<file path="src/rtl/core/gyrohp_pkg.sv">
package gyrohp_pkg;

  // field widths
  localparam int TIME_W   = 48;
  localparam int RATE_W   = 32;
  localparam int ANGLE_W  = 48;
  localparam int ALPHA_W  = 16;
  localparam int FRAC_W   = 16;
  localparam int CFG_IDX_W  = 4;
  localparam int CFG_DATA_W = 16;
  localparam int NUM_AXES   = 3;

  // tick difference is multiplied in two halves
  localparam int DT_SPLIT = 24;
  localparam int DT_HI_W  = TIME_W - DT_SPLIT;
  localparam int PLO_W    = RATE_W + DT_SPLIT;
  localparam int PHI_W    = RATE_W + DT_HI_W;
  localparam int PROD_W   = RATE_W + TIME_W;

  // register indexes
  localparam logic [CFG_IDX_W-1:0] CFG_ALPHA  = CFG_IDX_W'(0);
  localparam logic [CFG_IDX_W-1:0] CFG_BYPASS = CFG_IDX_W'(1);

  localparam logic [ALPHA_W-1:0] ALPHA_RESET = {ALPHA_W{1'b1}};

  typedef struct packed {
    logic [TIME_W-1:0]         sample_time;
    logic signed [RATE_W-1:0]  rate_x;
    logic signed [RATE_W-1:0]  rate_y;
    logic signed [RATE_W-1:0]  rate_theta;
    logic                      start_of_run;
  } in_word_t;

  typedef struct packed {
    logic [TIME_W-1:0]         out_time;
    logic signed [ANGLE_W-1:0] angle_x;
    logic signed [ANGLE_W-1:0] angle_y;
    logic signed [ANGLE_W-1:0] angle_theta;
    logic                      saturated;
  } out_word_t;

  // filter stage control, shared by the three axis lanes
  typedef struct packed {
    logic               load;
    logic               seed;
    logic               bypass;
    logic [ALPHA_W-1:0] alpha;
  } front_ctl_t;

  // accumulate stage control
  typedef struct packed {
    logic load;
    logic seed;
  } accum_ctl_t;

endpackage

</file>
<file path="src/rtl/core/gyrohp_accum.sv">
module gyrohp_accum
  import gyrohp_pkg::*;
(
  input  logic               clk,
  input  accum_ctl_t         ctl,
  input  logic               prod_neg,
  input  logic [PLO_W-1:0]   prod_lo,
  input  logic [PHI_W-1:0]   prod_hi,
  output logic [ANGLE_W-1:0] angle,
  output logic               acc_sat
);

  localparam int ACC_W = ANGLE_W + 2;

  localparam logic [PROD_W-1:0]  LIM_POS   = PROD_W'({1'b0, {(ANGLE_W-1){1'b1}}});
  localparam logic [PROD_W-1:0]  LIM_NEG   = PROD_W'({1'b1, {(ANGLE_W-1){1'b0}}});
  localparam logic [ANGLE_W-1:0] ANGLE_MAX = {1'b0, {(ANGLE_W-1){1'b1}}};
  localparam logic [ANGLE_W-1:0] ANGLE_MIN = {1'b1, {(ANGLE_W-1){1'b0}}};

  logic [PROD_W-1:0]  prod;
  logic [PROD_W-1:0]  lim;
  logic               prod_over;
  logic [PROD_W-1:0]  p;
  logic [ACC_W-1:0]   p_ext;
  logic [ACC_W-1:0]   term;
  logic [ACC_W-1:0]   sum;
  logic               sum_ok;
  logic [ANGLE_W-1:0] angle_next;

  // full product, clipped to the angle range
  always_comb begin
    prod      = PROD_W'(prod_lo) + (PROD_W'(prod_hi) << DT_SPLIT);
    lim       = prod_neg ? LIM_NEG : LIM_POS;
    prod_over = (prod > lim);
    p         = prod_over ? lim : prod;
    p_ext     = ACC_W'(p[ANGLE_W-1:0]);
    term      = prod_neg ? (~p_ext + ACC_W'(1)) : p_ext;
  end

  // saturating add into the angle
  always_comb begin
    sum    = {{2{angle[ANGLE_W-1]}}, angle} + term;
    sum_ok = (sum[ACC_W-1:ANGLE_W-1] == 3'b000) || (sum[ACC_W-1:ANGLE_W-1] == 3'b111);
    if (sum_ok) begin
      angle_next = sum[ANGLE_W-1:0];
    end else if (sum[ACC_W-1]) begin
      angle_next = ANGLE_MIN;
    end else begin
      angle_next = ANGLE_MAX;
    end
    acc_sat = prod_over || !sum_ok;
  end

  always_ff @(posedge clk) begin
    if (ctl.load) begin
      angle <= ctl.seed ? '0 : angle_next;
    end
  end

endmodule

</file>
<file path="config.mk">
export PLATFORM = sky130hd
export DESIGN_NAME = gyrohp_accum
export DESIGN_NICKNAME = d
export VERILOG_FILES = /design/src/rtl/core/gyrohp_pkg.sv /design/src/rtl/core/gyrohp_accum.sv
export SDC_FILE = /design/constraint.sdc
export NUM_CORES = 1
export LEC_CHECK = 0
export BUFFER_PORTS_ARGS = -buffer_cell sky130_fd_sc_hd__clkbuf_2
export CORE_ASPECT_RATIO = 0.5
export CORE_MARGIN = 3
export CORE_UTILIZATION = 60
export CTS_CLUSTER_DIAMETER = 40
export CTS_CLUSTER_SIZE = 20
export DETAILED_ROUTE_END_ITERATION = 10
export HOLD_SLACK_MARGIN = 0.06
export PLACE_DENSITY = 0.86
export SYNTH_ARGS = -nofsm -noshare
export SYNTH_HDL_FRONTEND = slang
export SYNTH_SLANG_ARGS = --single-unit
</file>
<file path="constraint.sdc">
create_clock -name clk -period 16.8 [get_ports clk]
set_input_delay 3.36 -clock clk [delete_from_list [all_inputs] [get_ports clk]]
set_output_delay 3.36 -clock clk [all_outputs]
set_load 0.005 [all_outputs]
</file>
==> results_dict.tcl, run 1 <==
set metrics [dict create \
    post_drt_wl_per_cell_um 20.06 \
    syn-cell-area_um2 10020 \
    yosys-top-cells-area "ha_1 (16%), edfxtp_1 (14%), a21oi_1 (7.4%)" \
    dpl_wire_length_um 27120 \
    min_period_over_period_pct 96.79 \
    hold_viol_final 0 \
    clock_skew_ps 9.501 \
    max_flop_register "angle" \
    yosysMostFrequentCell "a21oi_1" \
    initial_drt_markers 1442 \
    grt_start_max_net_pins 78 \
    crit_fanout 6 \
    yosysTopAreaCell "ha_1" \
    routed_wirelength_um 34750 \
    cts_max_path_buffers 2 \
    layout_min_cycle_time_ps 16260 \
    die-area_um2 18380 \
    overall_via_count_from_detail_route 12050 \
    fp.coreArea_um2 15860 \
    clock.fmax_mhz 61.50 \
    synth-seq-area-share_pct 14.38 \
    totalPowerFinal_mw 1.471 \
    postPlaceCellArea_um2 11030 \
    setup-violations-final 0 \
    drv.max_cap_violation_count 0 \
    clkSlewWorstSetupHoldPaths_ps 80 \
    worst-slew-pin-transition_ps 1081 \
    worst-endpoint-required_ps 13440 \
    drt_pass1_iterations 6 \
    drive_above_1_share_pct 16.68 \
    net_count_of_the_finished_layout 1759 \
    ios 165 \
    drt.antenna.violating_nets 0 \
    initial_core_utilization_pct 63.20 \
    multiplexer_share_of_the_synthesized_area_pct 1.111 \
    postSynthAreaPerCell_um2 7.277 \
    worst_hold_path.num_cells 3 \
    power.static_leakage_nw 4.760 \
    critical_path.max_stage_delay_ps 530 \
    crit_arrival_ps 12900 \
    cts_sinks 48 \
    synth_edf_count 48 \
    synth_top_flop_cell "edfxtp_1" \
    fill_cells 1310 \
    area.growth.synth_to_final_pct 13.13 \
    insertedDiodeCount 0 \
    critPathLaunchType "input pin" \
    gpl.final_weighted_congestion 0.9920 \
    clock_latency_ps 310 \
    synth_xor_area_share_pct 6.455 \
    die_w_um 188.8 \
    routed_via_density 6.954 \
    finalNonFillerCells 1732 \
    largest_reg_flops 48 \
    hp-class "flop to flop" \
    ir_worst_vdd_v 0.0001244 \
    net_count_after_synthesis 1626 \
    groute.usage.overall_pct 36.00 \
    yosys-top-cells-count "a21oi_1 (149), ha_1 (131), nor2_1 (128)" \
    cts_made_buffers 5 \
    place_inst 1719 \
    synth-seq-cells 48 \
    layout.cell_area.non_filler_um2 11340 \
    syn_inst_count 1377 \
    maxSlewViolCount 0 \
    grt_first_pass_wirelength_um 55260 \
    critPathKind "input pin to primary output" \
    cts_htree_levels 2 \
    main_combinational_cell_family_by_area_after_synthesis "compound AO/OA/AOI/OAI gates" \
    cts_tree "built" \
    synth_compound_gate_area_share_pct 31.89 \
    max-slew-margin-rel_pct 27.51 \
    io_buffer_count 164 \
    synth_top_cell_area_share_pct 16.36 \
    status "finished clean" \
    worst_path_max_delay_cell "xnor2_1" \
    cts.hold.buffers_added 0 \
    die_height_um 97.38 \
    via_count_of_the_first_global_routing_pass 10920 \
    row_count 32 \
    power_density_nw_per_um2 129.8 \
    route.detailed.drc 0 \
    clock-root-buffer "clkbuf_16" \
    synth-adder-area-share_pct 16.76 \
    synth_simple_gate_area_share_pct 24.95 \
    yosys_warnings 0 \
    biggestRegsByFlops "angle: 48 flops" \
    globalRouteOverflowTotal 0 \
    r2r.worst_path.cells 16 \
    grt_antenna_before_repair 0 \
    yosys.cell_types.count 80 \
    synth_async_sr_flop_share_pct 0 \
    worstSetupEndpointType "primary output" \
]
==> report_power, final <==
group | internal (mW) | switching (mW)
logic | 0.429 | 0.624
registers | 0.231 | 0.0485
clock network | 0.0861 | 0.0521
total | 0.746 | 0.725
==> worst max-delay path, delay by kind of cell <==
family / cells / cell delay (ps)
and+or+nand+nor: 19 / 4350
AOI/OAI and AO/OA: 14 / 2720
adders and majority gates: 5 / 1300
xor gates and xnor gates: 2 / 780
buffers and inverters: 4 / 340
==> per-layer routing <==
| metal | GRT usage [%] | wire length [µm] | vias to the layer above |
|---|---|---|---|
| li1 | - | - | 5568 |
| met1 | 50.56 | 14790 | 5544 |
| met2 | 57.84 | 15150 | 828 |
| met3 | 4.360 | 3725 | 105 |
| met4 | 11.21 | 1086 | 0 |
| met5 | 0 | 0 | - |
==> kinds of logic after synthesis <==
family	after synthesis
AO/OA/AOI/OAI	503
AND/OR/NAND/NOR	499
adder cells (fa/ha/maj)	133
buffers and inverters	110
XOR/XNOR	73
flip-flops	48
multiplexers	11
==> metrics by stage <==
step	hold slack, ps	utilization [%]	worst slack [ps]	TNS, ps
final	718.5	71.50	538.9	0
after global routing	761.5	71.50	-49.56	-49.56
after CTS	714.6	70.79	42.17	0
after detailed placement	698.0	69.56	141.0	0
after global placement	697.7	69.56	616.9	0
after floorplan	683.3	-	1541	0
==> final cells by class <==
cell class	instances	area (µm²)	share of cell area, %
multi-input cells	1219	8227	72.56
flip-flops and latches	48	1441	12.71
repair buffers	192	1033	9.116
well taps	221	276.5	2.439
inverters	44	165.2	1.457
clock buffers	5	125.1	1.104
clock inverters	3	68.82	0.6070
==> what timing repair did <==
item,in CTS,in global routing
setup endpoints to repair,0,1
gates resized for setup,0,18
buffers inserted,0,5
==> path summary, 6_finish.rpt <==
check                   start   endpoint  slack [ps]
hold / removal       angle[0]   angle[0]         720
hold reg to reg      angle[0]   angle[0]         720
setup reg to reg     angle[0]  angle[22]       11630
setup / recovery  prod_lo[24]    acc_sat         540
==> placed cells by master (no fill, tap or decap), types with 6 or more instances in the layout <==
cell / n
clkbuf_2: 163
a31oi_1: 14
o21ai_1: 22
nor2b_1: 6
inv_1: 44
a21o_1: 33
nand2b_1: 8
nand2_1: 113
xor2_1: 31
buf_4: 29
xnor2_1: 39
and2_1: 7
nand4_1: 48
nor3_1: 45
a2111oi_0: 8
or3_1: 18
or2_2: 10
o21ai_0: 92
nand3_1: 46
o21bai_1: 16
o211ai_1: 21
nor4_1: 19
a21boi_0: 7
a211oi_1: 16
ha_1: 130
edfxtp_1: 48
o21ai_2: 9
a21oi_1: 148
nor2_1: 128
a22oi_1: 10
o21a_1: 8
or4_1: 7
o22ai_1: 19
o31ai_1: 20
a22o_1: 6
and3_1: 12
mux2i_1: 10
(Power assumes the default switching activity.)
==> run 2: changes to the inputs <==
--- a/config.mk
+++ b/config.mk
@@ -13,7 +13,7 @@
 export CTS_CLUSTER_SIZE = 20
 export DETAILED_ROUTE_END_ITERATION = 10
 export HOLD_SLACK_MARGIN = 0.06
-export PLACE_DENSITY = 0.86
+export PLACE_DENSITY = 0.84
 export SYNTH_ARGS = -nofsm -noshare
 export SYNTH_HDL_FRONTEND = slang
 export SYNTH_SLANG_ARGS = --single-unit
==> run 2 against run 1 <==
Compared with the run above:
- sequential power hardly changed
- fmax down 0.14%
- non-clock buffer count fell by 11
- final cell count shrank 0.64%
- sequential share of layout area is 0.15 points higher
- global-route usage decreased by 1.9 points
==> results_dict.tcl, run 2 (same netlist as run 1, synthesis figures left out) <==
set metrics [dict create \
    initial_drt_markers 1605 \
    clock_skew_ps 8.024 \
    clkSlewWorstSetupHoldPaths_ps 70 \
    biggestRegsByFlops "angle: 48 flops" \
    routed_wirelength_um 33400 \
    groute.usage.overall_pct 34.14 \
    max_flop_register "angle" \
    max-slew-margin-rel_pct 17.08 \
    drt_pass1_iterations 8 \
    hold_viol_final 0 \
    cts.hold.buffers_added 0 \
    area.growth.synth_to_final_pct 11.85 \
    critPathKind "input pin to primary output" \
    area_of_the_multi_input_gates_um2 8219 \
    worst-endpoint-required_ps 13440 \
    critical_path.most_common_cell "ha_1" \
    post_drt_wl_per_cell_um 19.41 \
    layout_min_cycle_time_ps 16280 \
    insertedDiodeCount 0 \
    min_period_over_period_pct 96.92 \
    grt_start_max_net_pins 84 \
    dpl_wire_length_um 26230 \
    drt.antenna.violating_nets 0 \
    clock.fmax_mhz 61.41 \
    crit_fanout 8 \
    cts_tree "built" \
    die-area_um2 18380 \
    dp_worst_slack_ps -12.24 \
    grt_first_pass_wirelength_um 52890 \
    cts_made_buffers 5 \
    globalRouteOverflowTotal 0 \
    worst-slew-pin-transition_ps 1241 \
    hp-class "flop to flop" \
    layout.cells.most_common_list "clkbuf_2 (163), a21oi_1 (147), ha_1 (131)" \
    critPathLaunchType "input pin" \
    io_buffer_count 164 \
    worst_path_max_delay_cell "ha_1" \
    via_count_of_the_first_global_routing_pass 10440 \
    setup-violations-final 0 \
    ir_worst_vdd_v 0.0001230 \
    die_w_um 188.8 \
    ios 165 \
    drive_above_1_share_pct 16.00 \
    seq_area_um2 1441 \
    initial_core_utilization_pct 63.20 \
    power_density_nw_per_um2 125.8 \
    cts_htree_levels 2 \
    routed_via_density 6.864 \
    overall_via_count_from_detail_route 11810 \
    totalPowerFinal_mw 1.410 \
    cts_max_path_buffers 2 \
    cts_sinks 48 \
    critical_path.max_stage_delay_ps 450 \
    net_count_of_the_finished_layout 1748 \
    row_count 32 \
    drv.max_cap_violation_count 0 \
    final_common_cell "clkbuf_2" \
    grt_antenna_before_repair 0 \
    fill_cells 1347 \
    clock-root-buffer "clkbuf_16" \
    maxSlewViolCount 0 \
    largest_reg_flops 48 \
    crit_arrival_ps 12920 \
    fp.coreArea_um2 15860 \
    clock_latency_ps 300 \
    status "finished clean" \
    setup_slack_ps 516.7 \
    power.static_leakage_nw 4.670 \
    die_height_um 97.38 \
    gpl.final_weighted_congestion 0.9941 \
    worstSetupEndpointType "primary output" \
    route.detailed.drc 0 \
]
run 2: layout make-up:
type | instances | share of cell area [%]
timing repair buffer | 181 | 8.596
tap | 221 | 2.467
clock buffer | 5 | 1.116
clock inverter | 3 | 0.1563
multi-input combinational | 1219 | 73.33
inverter | 44 | 1.474
sequential | 48 | 12.86
run 2: critical path: cells and delay by family:
family	cells	cell delay (ps)
compound gates	13	2660
xor+xnor	2	480
fa+ha+maj	5	1700
buf+inv	4	420
simple gates	17	4250
run 2: final timing paths:
kind	slack [ps]	endpoint	startpoint	cells after the start
min	730	angle[0]	angle[0]	3
max	520	acc_sat	prod_lo[24]	41
max reg2reg	11650	angle[20]	angle[0]	15
min reg2reg	730	angle[0]	angle[0]	3
run 2: layer usage:
layer	wire, µm	vias up	global-route usage (%)
met2	14130	763	53.23
met3	3982	105	5.802
li1	-	5542	-
met1	14280	5403	49.01
met4	1004	0	8.519
met5	0	-	0
run 2: timing repair:
item | in CTS | in global routing
gates resized for setup | 1 | 15
pin swaps | 0 | 2
setup buffers | 0 | 2
setup endpoints to repair | 1 | 1
gates cloned | 0 | 0
run 2: per-stage QoR:
| stage | instance area, µm² | hold slack (ps) | TNS, ps | std cells | utilization (%) |
|---|---|---|---|---|---|
| final | 11210 | 731.2 | 0 | 1721 | 70.69 |
| after detailed placement | 10980 | 718.3 | -12.24 | 1711 | 69.26 |
| after global routing | 11210 | 771.9 | -44.44 | 1721 | 70.69 |
| after global placement | 10980 | 718.7 | 0 | 1711 | 69.26 |
| after floorplan | 10020 | 683.3 | 0 | 1377 | - |
| after CTS | 11130 | 739.3 | 0 | 1719 | 70.21 |
run 2: power by group:
part	internal (mW)	switching, mW
combinational	0.414	0.612
sequential	0.230	0.0492
clock	0.0552	0.0495
total	0.700	0.711
==> run 3: changes to the inputs <==
--- a/config.mk
+++ b/config.mk
@@ -13,7 +13,7 @@
 export CTS_CLUSTER_SIZE = 20
 export DETAILED_ROUTE_END_ITERATION = 10
 export HOLD_SLACK_MARGIN = 0.06
-export PLACE_DENSITY = 0.84
+export PLACE_DENSITY = 0.93
 export SYNTH_ARGS = -nofsm -noshare
 export SYNTH_HDL_FRONTEND = slang
 export SYNTH_SLANG_ARGS = --single-unit
==> run 3 against run 2 <==
Compared with the run above:
- via count grew 2.2%
- flip-flop and latch count is the same
- final cell count grew 0.46%
- combinational power is essentially flat
- hold slack lost 9.7 ps
- power grew 3.4%
- sequential share of layout area shrank 0.12 points
- die area is the same
- critical endpoint unchanged
- highest routed layer unchanged
==> results_dict.tcl, run 3 (same netlist as run 1, synthesis figures left out) <==
set metrics [dict create \
    die_w_um 188.8 \
    clock-root-buffer "clkbuf_16" \
    area.growth.synth_to_final_pct 12.92 \
    initial_core_utilization_pct 63.20 \
    clkSlewWorstSetupHoldPaths_ps 70 \
    grt_antenna_before_repair 0 \
    totalPowerFinal_mw 1.458 \
    max-slew-margin-rel_pct 31.51 \
    groute.usage.overall_pct 36.67 \
    power.static_leakage_nw 4.746 \
    r2r.worst_path.cells 17 \
    cp_top_family "simple AND/OR/NAND/NOR gates" \
    clock_latency_ps 300 \
    globalRouteOverflowTotal 0 \
    cts_htree_levels 2 \
    clock_skew_ps 10.48 \
    setup-violations-final 0 \
    critPathKind "input pin to primary output" \
    critical_path.most_common_cell "ha_1" \
    hold_viol_final 0 \
    critical_path.max_stage_delay_ps 440 \
    clock.fmax_mhz 61.10 \
    cts_tree "built" \
    post_drt_wl_per_cell_um 20.60 \
    fill_cells 1318 \
    ir_worst_vdd_v 0.0001314 \
    worst-slew-pin-transition_ps 1022 \
    drt.antenna.violating_nets 0 \
    worst-endpoint-required_ps 13440 \
    routed_wirelength_um 35610 \
    finalNonFillerCells 1729 \
    die-area_um2 18380 \
    layout.cells.most_common_list "clkbuf_2 (163), a21oi_1 (147), ha_1 (131)" \
    cts_sinks 48 \
    worst-path-stages 46 \
    postPlaceCellArea_um2 11040 \
    layout_min_cycle_time_ps 16370 \
    dpl_wire_length_um 27950 \
    hp-class "flop to flop" \
    row_count 32 \
    fp.coreArea_um2 15860 \
    largest_reg_flops 48 \
    totalNegativeSetupSlack_ps 0 \
    via_count_of_the_first_global_routing_pass 11150 \
    crit_fanout 23 \
    initial_drt_markers 1567 \
    cp.buffers_inverters 5 \
    overall_via_count_from_detail_route 12070 \
    insertedDiodeCount 0 \
    net_count_of_the_finished_layout 1756 \
    drive_above_1_share_pct 16.78 \
    worst_path_max_delay_cell "a2111oi_1" \
    biggestRegsByFlops "angle: 48 flops" \
    crit_arrival_ps 13010 \
    fin_util_pct 71.37 \
    critPathLaunchType "input pin" \
    worst_hold_path.num_cells 3 \
    worstSetupEndpointType "primary output" \
    drv.max_cap_violation_count 0 \
    gpl.final_weighted_congestion 0.9979 \
    drt_pass1_iterations 8 \
    maxSlewViolCount 0 \
    place_inst 1720 \
    die_height_um 97.38 \
    grt_first_pass_wirelength_um 56370 \
    io_buffer_count 164 \
    route.detailed.drc 0 \
    grt_start_max_net_pins 71 \
    cts_max_path_buffers 2 \
    layout.cell_area.non_filler_um2 11320 \
    ios 165 \
    max_flop_register "angle" \
    routed_via_density 6.983 \
    power_density_nw_per_um2 128.8 \
    min_period_over_period_pct 97.42 \
    status "finished clean" \
    final_common_cell "clkbuf_2" \
    cts_made_buffers 5 \
]
-- run 3: worst min-delay path, stage by stage, from the launching register on --
cell,delay (ps)
edfxtp_1,360
ha_1,140
a21oi_1,40
nor2_1,80
-- run 3: per-stage QoR --
stage / worst slack (ps) / hold WS [ps]
2_1_floorplan: 1541 / 683.3
6_report: 432.7 / 721.5
4_1_cts: 82.62 / 718.1
3_3_place_gp: 580.6 / 699.4
5_1_grt: -43.04 / 783.1
3_5_place_dp: 175.7 / 699.7
-- run 3: routing by layer --
metal | vias to the layer above | routed length [µm] | track usage, %
met3 | 121 | 3812 | 5.730
met5 | - | 0 | 0
li1 | 5558 | - | -
met4 | 0 | 1049 | 10.23
met1 | 5610 | 14880 | 50.43
met2 | 785 | 15870 | 59.84
-- run 3: worst paths after layout --
check                    to  slack (ps)   startpoint
setup / recovery    acc_sat         430  prod_lo[24]
hold / removal     angle[0]         720     angle[0]
hold reg to reg    angle[0]         720     angle[0]
setup reg to reg  angle[22]       11640     angle[0]
-- run 3: final cells by class --
type                    instances  area (µm²)  share of cell area (%)
repair buffers                189        1011                   8.934
well taps                     221       276.5                   2.444
flip-flops and latches         48        1441                   12.74
inverters                      44       165.2                   1.460
clock inverters                 3       47.55                  0.4202
clock buffers                   5       125.1                   1.106
multi-input cells            1219        8249                   72.90
-- run 3: power by group --
| part | switching (mW) | total (mW) | internal (mW) |
|---|---|---|---|
| Clock | 0.0513 | 0.122 | 0.0710 |
| Sequential | 0.0465 | 0.277 | 0.230 |
| Combinational | 0.637 | 1.06 | 0.422 |
-- run 3: timing repair --
item | CTS | global route
resized for setup | 0 | 22
hold buffers | 0 | 0
buffers inserted | 0 | 1
endpoints found under the hold margin | 0 | 0
endpoints found under the setup margin | 0 | 1
